## src/hw/rtl/bqlp_pkg.sv

```systemverilog
// ----------------------------------------------------------------------------
// bqlp_pkg
// Shared widths, codes and control types of the biquad low-pass section.
// ----------------------------------------------------------------------------
package bqlp_pkg;

    localparam int SAMPLE_W   = 16;
    localparam int COEF_W     = 18;
    localparam int STATE_W    = 48;
    localparam int COEF_SHIFT = COEF_W - 3;          // Q3.15 -> 15 fraction bits
    localparam int YQ_W       = SAMPLE_W + 1;        // fed-back y, +-2 range
    localparam int PROD_W     = COEF_W + YQ_W;       // coef * (x or yq)
    localparam int SUM_W      = STATE_W + 1;         // adder with guard bit
    localparam int RY_W       = SUM_W - COEF_SHIFT;  // y rounded to sample scale
    localparam int RO_W       = SUM_W - COEF_SHIFT - 1; // y/2 rounded
    localparam int NUM_COEFS  = 5;
    localparam int CFG_IDX_W  = 3;

    // Register indexes, also used as coefficient select of the multiplier.
    typedef enum logic [CFG_IDX_W-1:0] {
        COEF_B0 = 3'd0,
        COEF_B1 = 3'd1,
        COEF_B2 = 3'd2,
        COEF_A1 = 3'd3,
        COEF_A2 = 3'd4
    } t_coef_idx;

    typedef enum logic [2:0] {
        S_IDLE,
        S_MB0,
        S_ADDY,
        S_RNDQ,
        S_MOVE,
        S_SUB1,
        S_WB,
        S_OUT
    } t_state;

    typedef enum logic [2:0] {
        ADD_NONE,   // adder result unused
        ADD_Y,      // y    = z1 + b0*x
        ADD_ACC,    // acc  = z2 + b1*x
        ADD_SUB,    // acc  = acc - a1*yq
        ADD_Z2      // z2'  = b2*x - a2*yq, z1' = acc
    } t_add_op;

    typedef struct packed {
        logic      load_x;
        logic      mul_en;
        t_coef_idx coef_sel;
        logic      mul_use_yq;
        t_add_op   add_op;
        logic      load_q;
        logic      move_t;
        logic      load_out;
    } t_ctl;

endpackage

```

## src/hw/rtl/bqlp_ctrl.sv

```systemverilog
// ----------------------------------------------------------------------------
// bqlp_ctrl
// Sequencer: steps the shared multiplier and adder through one sample.
// ----------------------------------------------------------------------------
module bqlp_ctrl
    import bqlp_pkg::*;
(
    input  logic i_clk,
    input  logic i_rst_n,
    input  logic i_in_valid,
    input  logic i_out_free,
    output logic o_busy,
    output t_ctl o_ctl
);

    t_state r_state;
    t_state n_state;

    always_ff @(posedge i_clk) begin
        if (!i_rst_n) begin
            r_state <= S_IDLE;
        end else begin
            r_state <= n_state;
        end
    end

    always_comb begin
        n_state = r_state;
        unique case (r_state)
            S_IDLE: begin
                if (i_in_valid) begin
                    n_state = S_MB0;
                end
            end
            S_MB0:  n_state = S_ADDY;
            S_ADDY: n_state = S_RNDQ;
            S_RNDQ: n_state = S_MOVE;
            S_MOVE: n_state = S_SUB1;
            S_SUB1: n_state = S_WB;
            S_WB:   n_state = S_OUT;
            S_OUT: begin
                if (i_out_free) begin
                    n_state = S_IDLE;
                end
            end
            default: n_state = S_IDLE;
        endcase
    end

    always_comb begin
        o_ctl            = '0;
        o_ctl.coef_sel   = COEF_B0;
        o_ctl.add_op     = ADD_NONE;
        o_busy           = (r_state != S_IDLE);
        unique case (r_state)
            S_IDLE: begin
                o_ctl.load_x = i_in_valid;
            end
            S_MB0: begin
                o_ctl.mul_en   = 1'b1;
                o_ctl.coef_sel = COEF_B0;
            end
            S_ADDY: begin
                o_ctl.add_op   = ADD_Y;
                o_ctl.mul_en   = 1'b1;
                o_ctl.coef_sel = COEF_B1;
            end
            S_RNDQ: begin
                o_ctl.load_q   = 1'b1;
                o_ctl.add_op   = ADD_ACC;
                o_ctl.mul_en   = 1'b1;
                o_ctl.coef_sel = COEF_B2;
            end
            S_MOVE: begin
                o_ctl.move_t     = 1'b1;
                o_ctl.mul_en     = 1'b1;
                o_ctl.coef_sel   = COEF_A1;
                o_ctl.mul_use_yq = 1'b1;
            end
            S_SUB1: begin
                o_ctl.add_op     = ADD_SUB;
                o_ctl.mul_en     = 1'b1;
                o_ctl.coef_sel   = COEF_A2;
                o_ctl.mul_use_yq = 1'b1;
            end
            S_WB: begin
                o_ctl.add_op = ADD_Z2;
            end
            S_OUT: begin
                o_ctl.load_out = i_out_free;
            end
            default: begin
                o_ctl.load_x = 1'b0;
            end
        endcase
    end

endmodule

```

## src/hw/rtl/bqlp_dp.sv

```systemverilog
// ----------------------------------------------------------------------------
// bqlp_dp
// Datapath: one multiplier, one saturating adder, delay state, rounding.
// ----------------------------------------------------------------------------
module bqlp_dp
    import bqlp_pkg::*;
(
    input  logic                       i_clk,
    input  logic                       i_rst_n,
    input  t_ctl                       i_ctl,
    input  logic signed [SAMPLE_W-1:0] i_sample,
    input  logic signed [COEF_W-1:0]   i_coef [NUM_COEFS],
    output logic signed [SAMPLE_W-1:0] o_result
);

    logic signed [SAMPLE_W-1:0] r_x;
    logic signed [PROD_W-1:0]   r_prod;
    logic signed [PROD_W-1:0]   r_t;
    logic signed [STATE_W-1:0]  r_y;
    logic signed [STATE_W-1:0]  r_acc;
    logic signed [STATE_W-1:0]  r_z1;
    logic signed [STATE_W-1:0]  r_z2;
    logic signed [YQ_W-1:0]     r_yq;
    logic signed [SAMPLE_W-1:0] r_res;

    logic signed [COEF_W-1:0]   mul_a;
    logic signed [YQ_W-1:0]     mul_b;
    logic signed [PROD_W-1:0]   mul_p;
    logic signed [SUM_W-1:0]    add_a;
    logic signed [SUM_W-1:0]    add_b;
    logic                       add_sub;
    logic signed [SUM_W-1:0]    add_raw;
    logic signed [STATE_W-1:0]  add_sat;
    logic signed [SUM_W-1:0]    rnd_y;
    logic signed [SUM_W-1:0]    rnd_o;
    logic        [RY_W-1:0]     ry;
    logic        [RO_W-1:0]     ro;
    logic signed [YQ_W-1:0]     yq_sat;
    logic signed [SAMPLE_W-1:0] out_sat;

    // multiplier operand select
    always_comb begin
        unique case (i_ctl.coef_sel)
            COEF_B0: mul_a = i_coef[0];
            COEF_B1: mul_a = i_coef[1];
            COEF_B2: mul_a = i_coef[2];
            COEF_A1: mul_a = i_coef[3];
            COEF_A2: mul_a = i_coef[4];
            default: mul_a = '0;
        endcase
        mul_b = i_ctl.mul_use_yq ? r_yq : {r_x[SAMPLE_W-1], r_x};
        mul_p = mul_a * mul_b;
    end

    // saturating adder; every operand fits, so one guard bit shows overflow
    always_comb begin
        add_sub = 1'b0;
        add_a   = '0;
        add_b   = {{(SUM_W-PROD_W){r_prod[PROD_W-1]}}, r_prod};
        case (i_ctl.add_op)
            ADD_Y:   add_a = {r_z1[STATE_W-1], r_z1};
            ADD_ACC: add_a = {r_z2[STATE_W-1], r_z2};
            ADD_SUB: begin
                add_a   = {r_acc[STATE_W-1], r_acc};
                add_sub = 1'b1;
            end
            ADD_Z2: begin
                add_a   = {{(SUM_W-PROD_W){r_t[PROD_W-1]}}, r_t};
                add_sub = 1'b1;
            end
            default: add_a = '0;
        endcase
        add_raw = add_sub ? (add_a - add_b) : (add_a + add_b);
        if (add_raw[SUM_W-1] != add_raw[SUM_W-2]) begin
            add_sat = {add_raw[SUM_W-1], {(STATE_W-1){~add_raw[SUM_W-1]}}};
        end else begin
            add_sat = add_raw[STATE_W-1:0];
        end
    end

    // round half up, then clamp: y to +-2 for feedback, y/2 to the sample range
    always_comb begin
        rnd_y = {r_y[STATE_W-1], r_y} + (SUM_W'(1) << (COEF_SHIFT - 1));
        rnd_o = {r_y[STATE_W-1], r_y} + (SUM_W'(1) << COEF_SHIFT);
        ry    = rnd_y[SUM_W-1:COEF_SHIFT];
        ro    = rnd_o[SUM_W-1:COEF_SHIFT+1];
        if ((&ry[RY_W-1:YQ_W-1]) || !(|ry[RY_W-1:YQ_W-1])) begin
            yq_sat = ry[YQ_W-1:0];
        end else begin
            yq_sat = {ry[RY_W-1], {(YQ_W-1){~ry[RY_W-1]}}};
        end
        if ((&ro[RO_W-1:SAMPLE_W-1]) || !(|ro[RO_W-1:SAMPLE_W-1])) begin
            out_sat = ro[SAMPLE_W-1:0];
        end else begin
            out_sat = {ro[RO_W-1], {(SAMPLE_W-1){~ro[RO_W-1]}}};
        end
    end

    // payload registers
    always_ff @(posedge i_clk) begin
        if (i_ctl.load_x) begin
            r_x <= i_sample;
        end
        if (i_ctl.mul_en) begin
            r_prod <= mul_p;
        end
        if (i_ctl.move_t) begin
            r_t <= r_prod;
        end
        if (i_ctl.load_q) begin
            r_yq  <= yq_sat;
            r_res <= out_sat;
        end
        if (i_ctl.add_op == ADD_Y) begin
            r_y <= add_sat;
        end
        if (i_ctl.add_op == ADD_ACC || i_ctl.add_op == ADD_SUB) begin
            r_acc <= add_sat;
        end
    end

    // filter state
    always_ff @(posedge i_clk) begin
        if (!i_rst_n) begin
            r_z1 <= '0;
            r_z2 <= '0;
        end else if (i_ctl.add_op == ADD_Z2) begin
            r_z1 <= r_acc;
            r_z2 <= add_sat;
        end
    end

    assign o_result = r_res;

endmodule

```

## src/hw/rtl/biquad_lowpass_filter.sv

```systemverilog
// ----------------------------------------------------------------------------
// biquad_lowpass_filter
// Second-order IIR section, transposed direct form II, fixed point.
// ----------------------------------------------------------------------------
// Usage:
//   Input channel  : i_in_valid / o_in_stall, payload i_sample_in (Q1.15).
//                    A request is taken when valid is high and stall low.
//   Output channel : o_out_valid / i_out_stall, payload o_sample_out, which
//                    is half the filtered sample, rounded and saturated.
//   Config channel : i_cfg_valid / o_cfg_ready with i_cfg_index and
//                    i_cfg_data (Q3.15). Index 0..4 = b0, b1, b2, a1, a2;
//                    other indexes are dropped. Write only while idle.
//   Timing: one sample at a time. The shared 18x17 multiplier does five
//   products in sequence and one saturating adder does four sums; the
//   sequencer holds o_in_stall high from the accept until the result is
//   handed to the output register; o_out_valid rises when that register
//   takes the result.
//   If the receiver stalls with a result still held, the sequencer waits in
//   its last step until the output register frees up, then goes idle.
//   Reset (synchronous, active low) zeroes both delay registers, sets
//   b0 = 1.0 and the other coefficients to 0, and empties the output.
// ----------------------------------------------------------------------------
module biquad_lowpass_filter
    import bqlp_pkg::*;
(
    input  logic                       i_clk,
    input  logic                       i_rst_n,
    // sample input
    input  logic                       i_in_valid,
    output logic                       o_in_stall,
    input  logic signed [SAMPLE_W-1:0] i_sample_in,
    // sample output
    output logic                       o_out_valid,
    input  logic                       i_out_stall,
    output logic signed [SAMPLE_W-1:0] o_sample_out,
    // coefficient writes
    input  logic                       i_cfg_valid,
    output logic                       o_cfg_ready,
    input  logic [CFG_IDX_W-1:0]       i_cfg_index,
    input  logic signed [COEF_W-1:0]   i_cfg_data
);

    logic signed [COEF_W-1:0]   r_coef [NUM_COEFS];
    logic                       r_out_valid;
    logic signed [SAMPLE_W-1:0] r_out_data;

    t_ctl                       ctl;
    logic                       busy;
    logic                       out_free;
    logic signed [SAMPLE_W-1:0] dp_result;

    // output slot is free when empty or being drained this cycle
    assign out_free    = !r_out_valid || !i_out_stall;
    assign o_in_stall  = busy;
    assign o_cfg_ready = 1'b1;

    // coefficient registers; b0 resets to unity gain
    always_ff @(posedge i_clk) begin
        if (!i_rst_n) begin
            r_coef[0] <= COEF_W'(1) << COEF_SHIFT;
            r_coef[1] <= '0;
            r_coef[2] <= '0;
            r_coef[3] <= '0;
            r_coef[4] <= '0;
        end else if (i_cfg_valid && o_cfg_ready) begin
            unique case (i_cfg_index)
                COEF_B0: r_coef[0] <= i_cfg_data;
                COEF_B1: r_coef[1] <= i_cfg_data;
                COEF_B2: r_coef[2] <= i_cfg_data;
                COEF_A1: r_coef[3] <= i_cfg_data;
                COEF_A2: r_coef[4] <= i_cfg_data;
                default: ;  // unmapped index, write dropped
            endcase
        end
    end

    bqlp_ctrl u_ctrl (
        .i_clk      (i_clk),
        .i_rst_n    (i_rst_n),
        .i_in_valid (i_in_valid),
        .i_out_free (out_free),
        .o_busy     (busy),
        .o_ctl      (ctl)
    );

    bqlp_dp u_dp (
        .i_clk    (i_clk),
        .i_rst_n  (i_rst_n),
        .i_ctl    (ctl),
        .i_sample (i_sample_in),
        .i_coef   (r_coef),
        .o_result (dp_result)
    );

    // output register
    always_ff @(posedge i_clk) begin
        if (!i_rst_n) begin
            r_out_valid <= 1'b0;
        end else if (ctl.load_out) begin
            r_out_valid <= 1'b1;
        end else if (!i_out_stall) begin
            r_out_valid <= 1'b0;
        end
    end

    always_ff @(posedge i_clk) begin
        if (ctl.load_out) begin
            r_out_data <= dp_result;
        end
    end

    assign o_out_valid  = r_out_valid;
    assign o_sample_out = r_out_data;

    // accepted request keeps the block busy on the next cycle
    a_busy_after_accept: assert property (
        @(posedge i_clk) disable iff (!i_rst_n)
        (i_in_valid && !o_in_stall) |=> o_in_stall
    ) else $error("input accepted but block not busy next cycle");

    // never overwrite a result that is held by the receiver
    a_no_overwrite: assert property (
        @(posedge i_clk) disable iff (!i_rst_n)
        !(ctl.load_out && r_out_valid && i_out_stall)
    ) else $error("output register overwritten while stalled");

    // a new result only comes from the sequencer's handoff
    a_valid_source: assert property (
        @(posedge i_clk) disable iff (!i_rst_n)
        $rose(o_out_valid) |-> $past(ctl.load_out)
    ) else $error("output valid rose without a handoff");

    // handoff only while busy, so each accept yields one result
    a_load_when_busy: assert property (
        @(posedge i_clk) disable iff (!i_rst_n)
        ctl.load_out |-> busy
    ) else $error("handoff while idle");

endmodule

```

## config.mk

```make
export PLATFORM = sky130hd
export DESIGN_NAME = biquad_lowpass_filter
export DESIGN_NICKNAME = d
export VERILOG_FILES = /design/src/hw/rtl/bqlp_pkg.sv /design/src/hw/rtl/bqlp_ctrl.sv /design/src/hw/rtl/bqlp_dp.sv /design/src/hw/rtl/biquad_lowpass_filter.sv
export SDC_FILE = /design/constraint.sdc
export NUM_CORES = 2
export LEC_CHECK = 0
export BUFFER_PORTS_ARGS = -buffer_cell sky130_fd_sc_hd__buf_2
export CAP_MARGIN = 20
export CORE_MARGIN = 5
export CORE_UTILIZATION = 40
export DETAILED_ROUTE_END_ITERATION = 7
export GPL_TIMING_DRIVEN = 0
export PLACE_DENSITY = 0.54
export SLEW_MARGIN = 30
export SYNTH_ARGS = -nofsm -noshare
export SYNTH_HDL_FRONTEND = slang
export SYNTH_HIERARCHICAL = 1
export SYNTH_SLANG_ARGS = --single-unit
```

## constraint.sdc

```tcl
create_clock -name i_clk -period 19.1 [get_ports i_clk]
set_clock_uncertainty 0.05 [all_clocks]
set_input_delay 2.865 -clock i_clk [delete_from_list [all_inputs] [get_ports i_clk]]
set_output_delay 2.865 -clock i_clk [all_outputs]
set_load 0.02 [all_outputs]
```

Word-level counts from Yosys, hierarchy flattened
Cells that the tools add are included.

Bits of input ports: 42. Output and inout port bits: 19. Bits in registers: 421.

Bitwise operators: 3. Add/subtract/negate cells: 4. Mux-type cells: 20. Reductions and logical operators: 24. Eq/ne operators: 23. Multiply operators: 1.

Operators by type and width (count): 49-bit one-hot mux with 4 select lines (1); 18-bit one-hot mux with 5 select lines (1); 48-bit by 16-bit adder with 49-bit output (second input constant) (1); 48-bit by 17-bit adder with 49-bit output (second input constant) (1); 49-bit by 35-bit adder with 49-bit output (1); 49-bit 2-to-1 mux (1); 49-bit by 35-bit subtractor with 49-bit output (1); 48-bit 2-to-1 mux (1); 18-bit AND reduction (2); 18-bit OR reduction (2); 18-bit by 17-bit multiplier with 35-bit output (1); 17-bit 2-to-1 mux (2); 3-bit by 2-bit equality test with 1-bit output (second input constant) (8); 3-bit one-hot mux with 8 select lines (1); 3-bit equality test (second input constant) (7); 4-bit one-hot mux with 5 select lines (1); 16-bit 2-to-1 mux (1); 3-bit by 1-bit equality test with 1-bit output (second input constant) (4); 3-bit one-hot mux with 4 select lines (1); 2-bit AND reduction (6); 3-bit zero test (3); 1-bit 2-to-1 mux (8); 3-bit 2-to-1 mux (2); 1-bit zero test (4); other kinds (7) (14).

Depth between registers and ports, before layout
Word-level depth: 8. Mapped depth: 35. Gate-level depth less buffers: 31.

Cells and area by module
The synthesis kept the hierarchy.

Modules (own cells, without submodules): bqlp_dp (seq. area each 7957.6 µm², area an instance 28603.7 µm², cells each 3066, instances 1); biquad_lowpass_filter (seq. area each 2302.2 µm², area an instance 3824.9 µm², cells each 339, instances 1); bqlp_ctrl (seq. area each 60.1 µm², area an instance 251.5 µm², cells each 33, instances 1).

Worst setup path before layout
No wires, ideal clock.

Kind: register to register. Start: register u_ctrl.r_state[0]. End: register u_dp.r_prod[34], data pin. Stages on the path, launching flop included: 29. Arrival time: 8376 ps. Setup slack: 10415 ps. Cell sequence: dfxtp_1 buf_4 nand2_1 o22ai_1 buf_1 buf_1 mux2i_1 o21ai_0 a221oi_1 nor2_1 fa_1 fa_1 fa_1 fa_1 fa_1 inv_1 fa_1 inv_1 ha_1 o21a_1 a21oi_1 o21ai_0 a211oi_1 o2bb2ai_1 o221ai_1 o21ai_0 or4_1 a31oi_1 xnor2_1.

RTL lines: start: declaration (RTL line bqlp_ctrl.sv:16) `t_state r_state;`; start signal: assignment (RTL line bqlp_ctrl.sv:23) `r_state <= n_state;`; end signal: assignment (RTL line bqlp_dp.sv:105) `r_prod <= mul_p;`; end: declaration (RTL line bqlp_dp.sv:17) `logic signed [PROD_W-1:0] r_prod;`.

==> impl_results.md <==
- Number of vias per cell after detailed routing: 5.42
- Cell total after placement: 4575
- Register area: 0.0103 sq mm
- Die Y: 296 um
- Final Hold Fails: 0
- Data arrival time at the worst-slack endpoint: 11.65 ns
- Kind of end point of the critical path: flop
- Library cells used by synthesis: 95
- Total number of H-tree levels: 2
- Die width: 296 um
- Top Metal Used: met4
- Stages on worst setup path: 31
- Startpoint of the worst-slack reg-to-reg timing path: u_ctrl/r_state[1]
- Wire length of the first global-routing pass: 154000 um
- Setup total negative slack: 0 ns
- Sequential share of the synthesized area: 0.316
- EDFF count, synth: 217
- Hold buffer count at cts: 0
- Number of post-CTS setup repair buffers: 0
- Warnings, synthesis: 6
- Sink count of the clock tree: 407
- Boundary pin count: 61
- Number of buffers created by CTS: 47
- Outcome: completed
- Required @ worst endpoint: 19.37 ns
- Pwr per Cell Area: 97.3 mW/mm^2
- Total nets after synthesis: 3930
- Slowest stage cell, crit path: buf_1
- Final setup violation count: 0
- Buffers added on ports: 59
- Total number of nets in the final design: 4056
- Number of cells in the finished layout apart from fillers: 4661
- Number of filler cells placed in the layout: 7865
- Cell leakage power: 15.5 nW
- Number of buffers and inverters on the critical path: 8
- Normalized max-slew margin: 0.348
- Startpoint class of the critical path: flop
- All-Layer GR Usage: 0.227
- Number of detailed-routing iterations run before antenna repair: 5
- Worst path top cell family by delay: adder cells
- Slew @ Worst Pin: 0.977 ns
- Count of maximum capacitance violations: 0
- Delay of the slowest cell on the worst path: 0.66 ns
- Hpwl dp: 79900 um
- End point of the critical path: u_dp/r_prod[34]
- Starting utilization of the core area: 0.404
- Post-route core utilization: 0.449
- Post-cts resize count: 0
- Number of instances in the synthesized netlist: 3438
- Final worst-path setup slack: 7.72 ns
- Overflow after GRT: 0
- Final Routed Wirelength: 99500 um
- Multi-input logic area: 0.0204 sq mm
- Avg Synthesized Cell Area: 9.51 sq um
- Clock-pin slew on the worst setup and hold paths: 0.06 ns
- Routed length on met2: 45700 um
- Synthesis-to-finish area growth: 10.9%
- Cell Rows: 104
- Highest clock frequency the design can meet: 87.9 MHz
- TritonCTS clock tree: yes
- Antenna violations before repair: 1
- Time the final worst path needs with I/O delays and setup: 11.38 ns
- Largest voltage drop on the vdd net: 0.0659 mV
- Routed vias: 25300
- Wire length on met1: 46000 um
- RSZ-0062 raised after global routing: no
- Clock insertion delay at the later pin of the skew report: 0.60 ns
- Class of the tightest hold or removal check: flop to flop
- Cell area after synthesis: 0.0327 sq mm
- Pins over their slew limit: 0
- Final critical-path share of the clock period: 0.596
- Post-synth top flop: edfxtp_1
- Most common cell on crit path: fa_1
- Launching element of the worst setup path: u_ctrl/r_state[1]
- FFs w/ async S/R, synth: 0
- Gpl congestion: 0.927
- Share of layout cells above drive strength 1: 0.0817
- R2r endpoint: u_dp/r_prod[34]
- Maximum count of clock buffers along a single path: 3
- Worst Reg2Reg Path Length in Cells: 31
- Floorplan Core Area: 0.0808 sq mm
- Setup slack at placement: 7.78 ns
- Avg WL per Cell: 21.4 um
- Master cell of the clock root buffer: clkbuf_16
- Synth Register Bits: 407
- Count of antenna-violating nets left after detailed routing: 0
- Die area: 0.0875 sq mm
- R2R setup slack: 7.72 ns
- Number of global-route vias before repair: 25100
- Iteration-0 DRC count of the detailed router: 1993
- Peak fanout along the critical path: 10
- Largest net degree at the start of global routing: 30
- Remaining routing DRC violations: 0
- Met3 routed wirelength: 5140 um
- Crit path kind: flop to flop
==> area by class of cell <==
| type | instances | area share |
|---|---|---|
| diodes | 1 | 0.0000690 |
| flip-flops and latches | 407 | 0.285 |
| clock inverters | 26 | 0.00628 |
| repair buffers | 77 | 0.0152 |
| clock buffers | 59 | 0.0348 |
| well taps | 1060 | 0.0366 |
| inverters | 388 | 0.0402 |
| multi-input cells | 2479 | 0.562 |
| plain buffers | 164 | 0.0204 |
==> cell usage in the layout, fill, tap and decap left out, types with 25 or more instances in the layout <==
cell type    n
a21oi_1    117
a21boi_0    49
clkbuf_1   130
a21o_1      27
nand2b_1    25
o21ai_0    110
a22o_1      36
nor2_1     331
nand2_1    514
nor3_1      34
nand3_1     51
edfxtp_1   217
inv_1      387
ha_1       138
xor2_1      61
buf_2       83
nand4_1     25
mux2i_1    148
fa_1       312
clkbuf_16   47
xnor2_1     92
dfxtp_1    190
a221o_1     49
==> how the worst min path moves through the flow <==
stage,from,slack (ns),cells after the start,end
2_1_floorplan,u_dp/o_result[0],0.35,0,o_sample_out[0]
3_3_place_gp,u_dp/o_result[11],0.35,0,o_sample_out[11]
3_5_place_dp,u_dp/o_result[8],0.36,0,o_sample_out[8]
4_1_cts,u_dp/o_result[2],0.37,0,o_sample_out[2]
5_1_grt,u_dp/o_result[11],0.37,0,o_sample_out[11]
6_report,u_dp/o_result[6],0.37,0,o_sample_out[6]
==> per-layer routing <==
metal / track usage / up-vias
met2: 0.368 / 749
met1: 0.326 / 12500
li1: - / 11900
met5: 0 / -
met4: 0.0591 / 0
met3: 0.0255 / 125
==> stage by stage <==
step	cell area, sq um	power (mW)	hold slack (ns)
3_5_place_dp	34800	2.64	0.356
3_3_place_gp	34300	2.63	0.354
6_report	36300	3.53	0.368
5_1_grt	36300	3.77	0.375
4_1_cts	36200	3.54	0.370
2_1_floorplan	32700	2.16	0.350
==> cell usage after synthesis (23+ instances only) <==
cell type,n,share of area
nand2_1,514,0.059
inv_1,387,0.044
nor2_1,334,0.038
fa_1,312,0.19
edfxtp_1,217,0.20
dfxtp_1,190,0.12
mux2i_1,153,0.047
ha_1,138,0.053
clkbuf_1,123,0.014
a21oi_1,119,0.018
o21ai_0,110,0.017
xnor2_1,92,0.025
xor2_1,61,0.016
nand3_1,51,0.0078
a21boi_0,49,0.011
a221o_1,49,0.015
a22o_1,36,0.0096
nor3_1,34,0.0052
a21o_1,27,0.0062
nand2b_1,25,0.0048
nand4_1,25,0.0048
mux2_2,23,0.0079
==> power breakdown <==
part,total (mW),internal (mW),switching [mW]
Clock,0.885,0.500,0.384
Sequential,1.14,1.07,0.0677
Combinational,1.51,0.512,0.994
==> state kept, by name, indices dropped and copies added (netlist names) <==
register / flops
o_sample_out: 16
o_out_valid: 1
u_dp/r_y: 34
u_dp/r_yq: 17
u_dp/r_z2: 48
r_coef: 90
u_dp/o_result: 16
u_dp/r_prod: 35
u_dp/r_x: 16
u_ctrl/r_state: 3
u_dp/r_z1: 48
u_dp/r_t: 35
u_dp/r_acc: 48
==> cells by family after synthesis <==
family / share of synthesized area
other: 0.000115
multiplexers: 0.0555
XOR/XNOR: 0.0410
buffers and inverters: 0.0671
flip-flops: 0.316
adder cells (fa/ha/maj): 0.244
AO/OA/AOI/OAI: 0.129
AND/OR/NAND/NOR: 0.147
No activity file was read; power rests on OpenSTA's default activity.
